==> config.mk <==
export PLATFORM = sky130hd
export DESIGN_NAME = voronoi_wall_voxel_classifier_top
export DESIGN_NICKNAME = d
export VERILOG_FILES = /design/src/rtl/core/vwvc_pkg.sv /design/src/rtl/core/voronoi_wall_voxel_classifier_top.sv /design/src/rtl/core/vwvc_front.sv /design/src/rtl/core/vwvc_sqrt.sv /design/src/rtl/core/vwvc_back.sv
export SDC_FILE = /design/constraint.sdc
export NUM_CORES = 2
export LEC_CHECK = 0
export ABC_CLOCK_PERIOD_IN_PS = 6700
export BUFFER_PORTS_ARGS = -buffer_cell sky130_fd_sc_hd__buf_2
export CAP_MARGIN = 30
export CORE_MARGIN = 1.5
export CORE_UTILIZATION = 50
export DETAILED_ROUTE_END_ITERATION = 8
export GPL_TIMING_DRIVEN = 0
export MAX_ROUTING_LAYER = met4
export PLACE_DENSITY = 0.68
export SLEW_MARGIN = 20
export SYNTH_ARGS = -nofsm -noshare
export SYNTH_HDL_FRONTEND = slang
export SYNTH_HIERARCHICAL = 1
export SYNTH_SLANG_ARGS = --single-unit
==> constraint.sdc <==
create_clock -name i_clk -period 6.7 [get_ports i_clk]
set_clock_uncertainty 0.1 [all_clocks]
set_input_delay 0.335 -clock i_clk [delete_from_list [all_inputs] [get_ports i_clk]]
set_output_delay 0.335 -clock i_clk [all_outputs]
set_load 0.03 [all_outputs]
==> src/rtl/core/vwvc_pkg.sv <==
// ----------------------------------------------------------------------------
// vwvc_pkg
// shared types and constants of the voronoi wall voxel classifier
// ----------------------------------------------------------------------------
`default_nettype none
package vwvc_pkg;
    localparam int NODES_MAX = 64;
    localparam int NODE_W    = $clog2(NODES_MAX);
    localparam int CNT_W     = NODE_W + 1;
    localparam int COORD_W   = 8;
    localparam int FRAC_BITS = 8;
    // squared distance: three squares of 8-bit differences
    localparam int DIST_W    = 2 * COORD_W + 2;
    // radicand is distance shifted by two fraction fields
    localparam int RAD_W     = DIST_W + 2 * FRAC_BITS;
    localparam int ROOT_W    = RAD_W / 2;
    localparam int SUM_W     = NODE_W + 1;

    localparam logic CMD_LOAD     = 1'b0;
    localparam logic CMD_CLASSIFY = 1'b1;

    localparam logic [1:0] REG_NODE_COUNT = 2'd0;
    localparam logic [1:0] REG_HOLE_LOW   = 2'd1;
    localparam logic [1:0] REG_HOLE_HIGH  = 2'd2;
    localparam logic [1:0] REG_ROAD_THR   = 2'd3;

    typedef struct packed {
        logic              cmd;
        logic [5:0]        node_index;
        logic [7:0]        coord_x;
        logic [7:0]        coord_y;
        logic [7:0]        coord_z;
    } t_in_item;

    typedef struct packed {
        logic              occupied;
        logic              on_boundary;
        logic              hole_wall;
        logic [5:0]        nearest_node;
        logic [5:0]        second_node;
    } t_out_item;

    typedef struct packed {
        logic [CNT_W-1:0]  node_count;
        logic [7:0]        hole_sum_low;
        logic [7:0]        hole_sum_high;
        logic [15:0]       road_threshold;
    } t_cfg;

    // queue entry from front to back
    typedef struct packed {
        logic              cmd;
        logic [NODE_W-1:0] slot;
        logic [7:0]        x;
        logic [7:0]        y;
        logic [7:0]        z;
    } t_job;
endpackage
`default_nettype wire

==> src/rtl/core/voronoi_wall_voxel_classifier_top.sv <==
// ----------------------------------------------------------------------------
// voronoi_wall_voxel_classifier_top
// seed loading and voronoi wall classification of voxels
// ----------------------------------------------------------------------------
// usage
//   input channel: i_valid / o_stall with i_item; cmd 0 loads a seed into
//   slot node_index, cmd 1 classifies the voxel at (x, y, z)
//   output channel: o_valid / i_stall with o_item, one item per classify,
//   none per load
//   config: i_cfg_valid / o_cfg_ready, index 0..3 (node count, hole bounds,
//   road threshold); write only while idle; other indices are ignored
//   flow: a load is written into the seed table as the back end takes it; a
//   classify steps through each seed in the scan (read, square, add,
//   compare), then runs up to three roots (start, 17 result bits, done) on
//   the shared bit-per-cycle root unit; the scan and the root unit set the
//   time from accept to a valid result
//   a two-entry queue lets the front accept items while the back works
//   reset: config returns to 10 / 5 / 15 / 171; the seed table is not
//   cleared and must be written before it is used
//   stall: a held result keeps the back end waiting; the queue then fills
//   and o_stall rises
// ----------------------------------------------------------------------------
`default_nettype none
module voronoi_wall_voxel_classifier_top (
    input  wire logic                 i_clk,
    input  wire logic                 i_rst_n,
    input  wire logic                 i_valid,
    output logic                      o_stall,
    input  wire vwvc_pkg::t_in_item   i_item,
    output logic                      o_valid,
    input  wire logic                 i_stall,
    output vwvc_pkg::t_out_item       o_item,
    input  wire logic                 i_cfg_valid,
    output logic                      o_cfg_ready,
    input  wire logic [1:0]           i_cfg_index,
    input  wire logic [15:0]          i_cfg_data
);
    import vwvc_pkg::*;

    t_cfg r_cfg;
    logic w_job_valid;
    logic w_job_take;
    t_job w_job;

    // config writes are always taken
    assign o_cfg_ready = 1'b1;

    always_ff @(posedge i_clk) begin
        if (!i_rst_n) begin
            r_cfg.node_count     <= CNT_W'(10);
            r_cfg.hole_sum_low   <= 8'd5;
            r_cfg.hole_sum_high  <= 8'd15;
            r_cfg.road_threshold <= 16'd171;
        end else if (i_cfg_valid) begin
            case (i_cfg_index)
                REG_NODE_COUNT: r_cfg.node_count     <= i_cfg_data[CNT_W-1:0];
                REG_HOLE_LOW:   r_cfg.hole_sum_low   <= i_cfg_data[7:0];
                REG_HOLE_HIGH:  r_cfg.hole_sum_high  <= i_cfg_data[7:0];
                REG_ROAD_THR:   r_cfg.road_threshold <= i_cfg_data;
                default:        r_cfg <= r_cfg;
            endcase
        end
    end

    // front: accept and queue
    vwvc_front u_front (
        .i_clk       (i_clk),
        .i_rst_n     (i_rst_n),
        .i_valid     (i_valid),
        .o_stall     (o_stall),
        .i_item      (i_item),
        .o_job_valid (w_job_valid),
        .i_job_take  (w_job_take),
        .o_job       (w_job)
    );

    // back: table, scan, roots, decision
    vwvc_back u_back (
        .i_clk       (i_clk),
        .i_rst_n     (i_rst_n),
        .i_cfg       (r_cfg),
        .i_job_valid (w_job_valid),
        .o_job_take  (w_job_take),
        .i_job       (w_job),
        .o_valid     (o_valid),
        .i_stall     (i_stall),
        .o_item      (o_item)
    );
endmodule
`default_nettype wire

==> src/rtl/core/vwvc_front.sv <==
// ----------------------------------------------------------------------------
// vwvc_front
// accepts items and pushes jobs into a two-entry queue
// ----------------------------------------------------------------------------
`default_nettype none
module vwvc_front (
    input  wire logic               i_clk,
    input  wire logic               i_rst_n,
    input  wire logic               i_valid,
    output logic                    o_stall,
    input  wire vwvc_pkg::t_in_item i_item,
    output logic                    o_job_valid,
    input  wire logic               i_job_take,
    output vwvc_pkg::t_job          o_job
);
    import vwvc_pkg::*;

    t_job       r_q [2];
    logic       r_wp;
    logic       r_rp;
    logic [1:0] r_cnt;
    logic       w_push;
    logic       w_pop;
    t_job       w_job;

    // slot and coordinate ranges match field widths here, so no screening needed
    assign w_job.cmd  = i_item.cmd;
    assign w_job.slot = i_item.node_index[NODE_W-1:0];
    assign w_job.x    = i_item.coord_x;
    assign w_job.y    = i_item.coord_y;
    assign w_job.z    = i_item.coord_z;

    assign o_stall     = (r_cnt == 2'd2);
    assign w_push      = i_valid && !o_stall;
    assign o_job_valid = (r_cnt != 2'd0);
    assign w_pop       = o_job_valid && i_job_take;
    assign o_job       = r_q[r_rp];

    always_ff @(posedge i_clk) begin
        if (!i_rst_n) begin
            r_wp  <= 1'b0;
            r_rp  <= 1'b0;
            r_cnt <= 2'd0;
        end else begin
            if (w_push) begin
                r_q[r_wp] <= w_job;
                r_wp      <= ~r_wp;
            end
            if (w_pop) r_rp <= ~r_rp;
            r_cnt <= r_cnt + {1'b0, w_push} - {1'b0, w_pop};
        end
    end

    a_no_overflow: assert property (@(posedge i_clk) disable iff (!i_rst_n)
        r_cnt == 2'd2 |-> !w_push) else $error("queue overflow");
    a_cnt_range: assert property (@(posedge i_clk) disable iff (!i_rst_n)
        r_cnt != 2'd3) else $error("queue count out of range");
    a_pop_nonempty: assert property (@(posedge i_clk) disable iff (!i_rst_n)
        w_pop |-> r_cnt != 2'd0) else $error("pop from empty queue");
endmodule
`default_nettype wire

==> src/rtl/core/vwvc_sqrt.sv <==
// ----------------------------------------------------------------------------
// vwvc_sqrt
// iterative integer square root, one result bit per cycle
// ----------------------------------------------------------------------------
`default_nettype none
module vwvc_sqrt (
    input  wire logic                        i_clk,
    input  wire logic                        i_rst_n,
    input  wire logic                        i_start,
    input  wire logic [vwvc_pkg::DIST_W-1:0] i_dist,
    output logic                             o_done,
    output logic [vwvc_pkg::ROOT_W-1:0]      o_root
);
    import vwvc_pkg::*;

    localparam int STEP_W = $clog2(ROOT_W + 1);

    logic [RAD_W-1:0]  r_rem;
    logic [RAD_W-1:0]  r_val;
    logic [ROOT_W-1:0] r_root;
    logic [STEP_W-1:0] r_step;
    logic              r_busy;
    logic [RAD_W+1:0]  w_rem2;
    logic [RAD_W+1:0]  w_trial;

    // shift in the next two radicand bits, try subtracting 4r+1
    assign w_rem2  = {r_rem, r_val[RAD_W-1 -: 2]};
    assign w_trial = {{(RAD_W-ROOT_W){1'b0}}, r_root, 2'b01};
    assign o_root  = r_root;

    always_ff @(posedge i_clk) begin
        if (!i_rst_n) begin
            r_busy <= 1'b0;
            o_done <= 1'b0;
            r_step <= '0;
        end else begin
            o_done <= 1'b0;
            if (i_start) begin
                r_busy <= 1'b1;
                r_rem  <= '0;
                r_root <= '0;
                r_val  <= {i_dist, {(2*FRAC_BITS){1'b0}}};
                r_step <= STEP_W'(ROOT_W);
            end else if (r_busy) begin
                r_val <= r_val << 2;
                if (w_rem2 >= w_trial) begin
                    r_rem  <= RAD_W'(w_rem2 - w_trial);
                    r_root <= {r_root[ROOT_W-2:0], 1'b1};
                end else begin
                    r_rem  <= w_rem2[RAD_W-1:0];
                    r_root <= {r_root[ROOT_W-2:0], 1'b0};
                end
                r_step <= r_step - 1'b1;
                if (r_step == STEP_W'(1)) begin
                    r_busy <= 1'b0;
                    o_done <= 1'b1;
                end
            end
        end
    end

    a_done_after_busy: assert property (@(posedge i_clk) disable iff (!i_rst_n)
        o_done |-> $past(r_busy)) else $error("root done without work");
    a_no_restart: assert property (@(posedge i_clk) disable iff (!i_rst_n)
        r_busy && r_step > STEP_W'(1) |=> r_busy || $past(i_start))
        else $error("root unit dropped work");
    a_step_idle: assert property (@(posedge i_clk) disable iff (!i_rst_n)
        !r_busy |-> r_step == '0) else $error("step count left over");
endmodule
`default_nettype wire

==> src/rtl/core/vwvc_back.sv <==
// ----------------------------------------------------------------------------
// vwvc_back
// seed table, nearest-pair scan, up to three roots and wall decision
// ----------------------------------------------------------------------------
`default_nettype none
module vwvc_back (
    input  wire logic                 i_clk,
    input  wire logic                 i_rst_n,
    input  wire vwvc_pkg::t_cfg       i_cfg,
    input  wire logic                 i_job_valid,
    output logic                      o_job_take,
    input  wire vwvc_pkg::t_job       i_job,
    output logic                      o_valid,
    input  wire logic                 i_stall,
    output vwvc_pkg::t_out_item       o_item
);
    import vwvc_pkg::*;

    typedef enum logic [3:0] {
        S_IDLE, S_RD, S_SQ, S_SUM, S_CMP, S_PAIR_RD, S_PAIR_SQ, S_PAIR_SUM,
        S_R1, S_R2, S_R12, S_DEC, S_OUT
    } t_state;

    t_state            r_state;
    logic [23:0]       r_mem [NODES_MAX];
    logic [23:0]       r_rd;
    logic [CNT_W-1:0]  r_n;
    logic [CNT_W-1:0]  r_i;
    logic [NODE_W-1:0] r_idx;
    logic [NODE_W-1:0] r_first;
    logic [NODE_W-1:0] r_second;
    logic              r_have1;
    logic              r_have2;
    logic [DIST_W-1:0] r_d1;
    logic [DIST_W-1:0] r_d2;
    logic [DIST_W-1:0] r_d;
    logic [2*COORD_W-1:0] r_sx;
    logic [2*COORD_W-1:0] r_sy;
    logic [2*COORD_W-1:0] r_sz;
    logic [ROOT_W-1:0] r_r1;
    logic [ROOT_W-1:0] r_r2;
    logic              r_sq_start;
    logic [DIST_W-1:0] r_sq_in;
    logic              w_sq_done;
    logic [ROOT_W-1:0] w_sq_root;
    logic [7:0]        r_ax;
    logic [7:0]        r_ay;
    logic [7:0]        r_az;
    logic              r_wall;
    logic              r_holed;
    logic              r_occ;
    logic [7:0]        w_dx;
    logic [7:0]        w_dy;
    logic [7:0]        w_dz;
    logic [SUM_W-1:0]  w_sum;
    logic [ROOT_W:0]   w_rsum;
    logic [ROOT_W+1:0] w_gap_ok_lhs;

    vwvc_sqrt u_sqrt (
        .i_clk   (i_clk),
        .i_rst_n (i_rst_n),
        .i_start (r_sq_start),
        .i_dist  (r_sq_in),
        .o_done  (w_sq_done),
        .o_root  (w_sq_root)
    );

    // absolute axis differences against the value read from the table
    assign w_dx = (r_ax > r_rd[23:16]) ? r_ax - r_rd[23:16] : r_rd[23:16] - r_ax;
    assign w_dy = (r_ay > r_rd[15:8])  ? r_ay - r_rd[15:8]  : r_rd[15:8]  - r_ay;
    assign w_dz = (r_az > r_rd[7:0])   ? r_az - r_rd[7:0]   : r_rd[7:0]   - r_az;
    assign w_sum  = {1'b0, r_first} + {1'b0, r_second};
    assign w_rsum = {1'b0, r_r1} + {1'b0, r_r2};
    // gap >= thr  <=>  r1 + r2 >= r12 + thr
    assign w_gap_ok_lhs = {1'b0, w_rsum};

    assign o_job_take = (r_state == S_IDLE) && i_job_valid;

    always_ff @(posedge i_clk) begin
        if (o_job_take && i_job.cmd == CMD_LOAD)
            r_mem[i_job.slot] <= {i_job.x, i_job.y, i_job.z};
        r_rd <= r_mem[r_idx];
    end

    always_ff @(posedge i_clk) begin
        if (!i_rst_n) begin
            r_state    <= S_IDLE;
            o_valid    <= 1'b0;
            r_sq_start <= 1'b0;
        end else begin
            r_sq_start <= 1'b0;
            case (r_state)
                S_IDLE: begin
                    if (o_job_take && i_job.cmd == CMD_CLASSIFY) begin
                        r_ax    <= i_job.x;
                        r_ay    <= i_job.y;
                        r_az    <= i_job.z;
                        r_n     <= (i_cfg.node_count > CNT_W'(NODES_MAX))
                                   ? CNT_W'(NODES_MAX) : i_cfg.node_count;
                        r_i     <= '0;
                        r_idx   <= '0;
                        r_have1 <= 1'b0;
                        r_have2 <= 1'b0;
                        r_first <= '0;
                        r_second <= '0;
                        r_state <= S_RD;
                    end
                end
                S_RD: begin
                    // table read lands in r_rd next cycle
                    if (r_i >= r_n) r_state <= S_R1;
                    else r_state <= S_SQ;
                end
                S_SQ: begin
                    r_sx    <= w_dx * w_dx;
                    r_sy    <= w_dy * w_dy;
                    r_sz    <= w_dz * w_dz;
                    r_state <= S_SUM;
                end
                S_SUM: begin
                    r_d     <= DIST_W'(r_sx) + DIST_W'(r_sy) + DIST_W'(r_sz);
                    r_state <= S_CMP;
                end
                S_CMP: begin
                    if (!r_have1 || r_d < r_d1) begin
                        if (r_have1) begin
                            r_d2     <= r_d1;
                            r_second <= r_first;
                            r_have2  <= 1'b1;
                        end
                        r_d1    <= r_d;
                        r_first <= r_i[NODE_W-1:0];
                        r_have1 <= 1'b1;
                    end else if (!r_have2 || r_d < r_d2) begin
                        r_d2     <= r_d;
                        r_second <= r_i[NODE_W-1:0];
                        r_have2  <= 1'b1;
                    end
                    r_i     <= r_i + 1'b1;
                    r_idx   <= NODE_W'(r_i + 1'b1);
                    r_state <= S_RD;
                end
                S_R1: begin
                    if (!r_have2) begin
                        r_occ    <= 1'b0;
                        r_wall   <= 1'b0;
                        r_holed  <= 1'b0;
                        r_second <= '0;
                        if (!r_have1) r_first <= '0;
                        o_valid  <= 1'b1;
                        r_state  <= S_OUT;
                    end else begin
                        r_sq_in    <= r_d1;
                        r_sq_start <= 1'b1;
                        r_idx      <= r_first;
                        r_state    <= S_R2;
                    end
                end
                S_R2: begin
                    if (w_sq_done) begin
                        r_r1       <= w_sq_root;
                        r_sq_in    <= r_d2;
                        r_sq_start <= 1'b1;
                        r_state    <= S_PAIR_RD;
                    end
                end
                S_PAIR_RD: begin
                    // r_rd holds seed first; measure to seed second
                    if (w_sq_done) begin
                        r_r2    <= w_sq_root;
                        r_ax    <= r_rd[23:16];
                        r_ay    <= r_rd[15:8];
                        r_az    <= r_rd[7:0];
                        r_idx   <= r_second;
                        r_holed <= ({1'b0, w_sum} > i_cfg.hole_sum_low) &&
                                   ({1'b0, w_sum} < i_cfg.hole_sum_high);
                        r_state <= S_PAIR_SQ;
                    end
                end
                S_PAIR_SQ: begin
                    r_wall  <= (r_r2 - r_r1) < ROOT_W'(1 << FRAC_BITS);
                    r_state <= S_PAIR_SUM;
                end
                S_PAIR_SUM: begin
                    r_sx    <= w_dx * w_dx;
                    r_sy    <= w_dy * w_dy;
                    r_sz    <= w_dz * w_dz;
                    r_state <= S_R12;
                end
                S_R12: begin
                    if (!r_wall) begin
                        r_occ   <= 1'b0;
                        o_valid <= 1'b1;
                        r_state <= S_OUT;
                    end else if (!r_holed) begin
                        r_occ   <= 1'b1;
                        o_valid <= 1'b1;
                        r_state <= S_OUT;
                    end else begin
                        r_sq_in    <= DIST_W'(r_sx) + DIST_W'(r_sy) + DIST_W'(r_sz);
                        r_sq_start <= 1'b1;
                        r_state    <= S_DEC;
                    end
                end
                S_DEC: begin
                    if (w_sq_done) begin
                        r_occ   <= w_gap_ok_lhs >=
                                   ({2'b00, w_sq_root} + (ROOT_W+2)'(i_cfg.road_threshold));
                        o_valid <= 1'b1;
                        r_state <= S_OUT;
                    end
                end
                S_OUT: begin
                    if (!i_stall) begin
                        o_valid <= 1'b0;
                        r_state <= S_IDLE;
                    end
                end
                default: r_state <= S_IDLE;
            endcase
        end
    end

    assign o_item.occupied     = r_occ;
    assign o_item.on_boundary  = r_wall;
    assign o_item.hole_wall    = r_holed;
    assign o_item.nearest_node = r_first;
    assign o_item.second_node  = r_second;

    a_out_state: assert property (@(posedge i_clk) disable iff (!i_rst_n)
        o_valid |-> r_state == S_OUT) else $error("result outside output state");
    a_hold: assert property (@(posedge i_clk) disable iff (!i_rst_n)
        o_valid && i_stall |=> o_valid && $stable(o_item)) else $error("result lost");
    a_occ_wall: assert property (@(posedge i_clk) disable iff (!i_rst_n)
        o_valid && o_item.occupied |-> o_item.on_boundary) else $error("occupied off wall");
    a_take_idle: assert property (@(posedge i_clk) disable iff (!i_rst_n)
        o_job_take |-> !o_valid) else $error("job taken while result pending");
endmodule
`default_nettype wire

==> results.md <==
- Finished Layout Cells: approximately 7900
- GRT Total Usage: 0.247
- Reg clk slew, reported paths: roughly 0.060 ns
- Crit path capture type: flop
- Start point of the worst hold path: i_item[25]
- Row count: ~150
- Register area: slightly below 0.06 sq mm
- DRT iter0 DRCs: roughly 5100
- Die area: 0.177 sq mm
- Minimum clock period: between 6 and 7 ns
- Max Clock Freq: 0.156 GHz
- Final HPWL DP: between 100000 and 150000 um
- CTS tree: yes
- Relative slew slack: 0.305
- Fill cell count: 13000
- Die Wd: ~420 um
- Gr ovfl total: 0
- Warnings from Yosys: 6
- I/O Buffers: 68
- Clock Sinks: ~2000
- Hold Path Cell Cnt: 2
- Initial Utilization: 0.503
- Die Ht: around 420 um
- Max Cap Viol: 0
- Most common cell in the synthesized netlist: edfxtp_1
- Yosys cell types: 91
- Final cycle utilization of the critical path: 0.954
- Prevailing post-synth register cell: edfxtp_1
- Worst EP required: about 7 ns
- # placed instances: 7485
- Vias in the first global route: roughly 47000
- DR vias/cell: 5.96
- CP arrival: a little under 7 ns
- Vias post-DR: approximately 47000
- Worst Hold End: u_front/r_q[1][25]
- Post-synth EDFFs: 1879
- Initial antenna violation count: 8
- Area share of the largest cell type after synthesis: 0.646
- First-pass DRT Iterations: 5
- Yosys reg bits: 1960
- CTS root buffer: clkbuf_16
- Clock buffer depth: 3
- Fin nets: between 5000 and 6000
- Slew Viols, Final: 0
- Post-Syn Instances: around 5000
- Residual DRC: 0
- Area of the mapped netlist: between 0.08 and 0.09 sq mm
- Sequential area share after synthesis: 0.664
- Slew @ Worst Pin: approximately 1.0 ns
- Outcome: finished clean
- Synth area leaders: edfxtp_1 (65%), mux4_2 (13%), ha_1 (4.3%)
- Ys async rst share: 0
- Total core area: 0.174 sq mm
- Average wire per standard cell: roughly 27 um
- Capturing point of the worst reg2reg path: u_back/r_sz[15]
- Reg-to-Reg Start: u_back/r_az[0]
- IO Pins: approximately 70
- Multi-input combinational cell area: between 0.02 and 0.03 sq mm
- Area leader, netlist: edfxtp_1
- Detailed Route WL: 212000 um
- Routability cong.: around 0.93
- Setup violations, final: 0
- Critical path launch point type: flop
- Worst-Skew Late Latency: roughly 0.85 ns
- Area grow syn2layout: 15.0%
- CTS buffer count: approximately 200
- Global-route wire length before repair: approximately 310000 um
- Syn avg cell area: between 15 and 20 sq um
- Depth of the CTS H-tree: 4
- Largest net degree at the start of global routing: between 60 and 70
- Commonest cells post-synth: edfxtp_1 (1879), mux4_2 (490), nor2_1 (316), inv_1 (315), ha_1 (297)
- Routed Antenna Nets: 0
- R2r setup slk: ~0.31 ns
- R2R depth: 27
- Layout cells sized above 1: 0.228
- Hold Vio Cnt, Final: 0
- Setup CP Type: flop to flop
- Type of the worst min-delay path: input pin to flop
- CP max FO: 7
worst max-delay path, stage by stage (launching register included):
cell	delay, ns
edfxtp_1	0.40
inv_1	0.07
ha_1	0.15
inv_1	0.06
fa_2	0.43
a211oi_4	0.29
o21ai_4	0.11
nand2_4	0.16
mux2_4	0.33
a221oi_4	0.28
xor2_2	0.13
buf_4	0.15
nand2b_1	0.15
fa_1	0.51
inv_1	0.07
fa_1	0.47
fa_1	0.49
inv_1	0.05
fa_1	0.47
inv_1	0.06
ha_4	0.17
or3_4	0.38
nand4_1	0.10
nand3_1	0.10
o21ai_1	0.15
nand2b_1	0.08
a21oi_2	0.16
xnor2_2	0.08
kinds of logic after synthesis:
| logic type | Yosys count | share of synthesized area |
|---|---|---|
| AOI/OAI and AO/OA | 468 | 0.0353 |
| and+or+nand+nor | 813 | 0.0438 |
| muxes | 682 | 0.151 |
| buffers and inverters | 520 | 0.0243 |
| adders and majority gates | 397 | 0.0654 |
| xor gates and xnor gates | 153 | 0.0157 |
| DFF | 1960 | 0.664 |
| other | 3 | 0.000129 |
per-layer routing:
metal  vias up  share of wire  track usage
met4         0          0.035       0.0833
met5         -              0            -
met2      2019           0.49        0.391
li1      20347              -            -
met3       344          0.082       0.0452
met1     24529           0.39        0.323
timing repair:
item | CTS | global route
endpoints found under the setup margin | 2 | 19
hold buffers | 55 | 0
cloned | 0 | 0
buffers inserted | 4 | 13
resized for setup | 3 | 47
hold endpoints to repair | 123 | 0
pin swaps | 1 | 14
placed cells by master (no fill, tap or decap), types with 42 or more instances in the layout:
cell / n
a21o_1: 45
a21oi_1: 129
buf_16: 53
buf_2: 121
clkbuf_1: 149
clkbuf_16: 198
clkinv_1: 42
dfxtp_1: 81
dlygate4sd3_1: 55
edfxtp_1: 1879
fa_1: 98
ha_1: 294
inv_1: 315
mux2_2: 76
mux2i_1: 80
mux4_2: 490
nand2_1: 167
nand3_1: 47
nor2_1: 249
nor2_4: 66
nor2b_1: 56
nor3_1: 49
o21ai_0: 71
xnor2_1: 96
xor2_1: 45
how the worst max path moves through the flow:
stage                    from               to  slack (ns)  depth (start not counted)
6_report       u_back/r_az[0]  u_back/r_sz[15]        0.31                         27
3_5_place_dp   u_back/r_az[0]  u_back/r_sz[15]       -0.20                         26
2_1_floorplan  u_back/r_az[0]  u_back/r_sz[15]        0.35                         26
3_3_place_gp   u_back/r_az[0]  u_back/r_sz[14]       -0.16                         25
4_1_cts        u_back/r_rd[0]  u_back/r_sz[15]       0.004                         26
5_1_grt        u_back/r_ax[0]  u_back/r_sx[12]       -0.02                         24
state kept, by name (all words and copies together), names as in the netlist, 24 cells and up, named ones only:
| name | cells |
|---|---|
| u_back/r_mem | 1536 |
| u_front/r_q | 62 |
| r_cfg | 39 |
| u_back/u_sqrt/r_rem | 34 |
| u_back/r_rd | 24 |
metrics by stage:
step | TNS [ns] | cell area [sq um] | hold slack [ns] | setup WS [ns] | util
finish | 0 | 100000 | 0.163 | 0.308 | 0.578
global placement | -0.267 | 90700 | 0.347 | -0.155 | 0.522
floorplan | 0 | 87400 | 0.333 | 0.353 | -
CTS | 0 | 100000 | 0.0935 | 0.00357 | 0.576
detailed placement | -0.377 | 93200 | 0.349 | -0.197 | 0.536
global route | -0.0454 | 100000 | 0.130 | -0.0193 | 0.578
cell type report:
type	instances	share of cell area
well taps	2325	0.0290
plain buffers	201	0.00935
repair buffers	239	0.0311
diodes	5	0.000125
clock inverters	108	0.0110
inverters	317	0.0118
flip-flops and latches	1960	0.578
clock buffers	246	0.0515
multi-input cells	2519	0.278
Power is left out: the tool's default activity adds up to more than one toggle a clock period on the data nets, which glitch-free logic cannot reach.
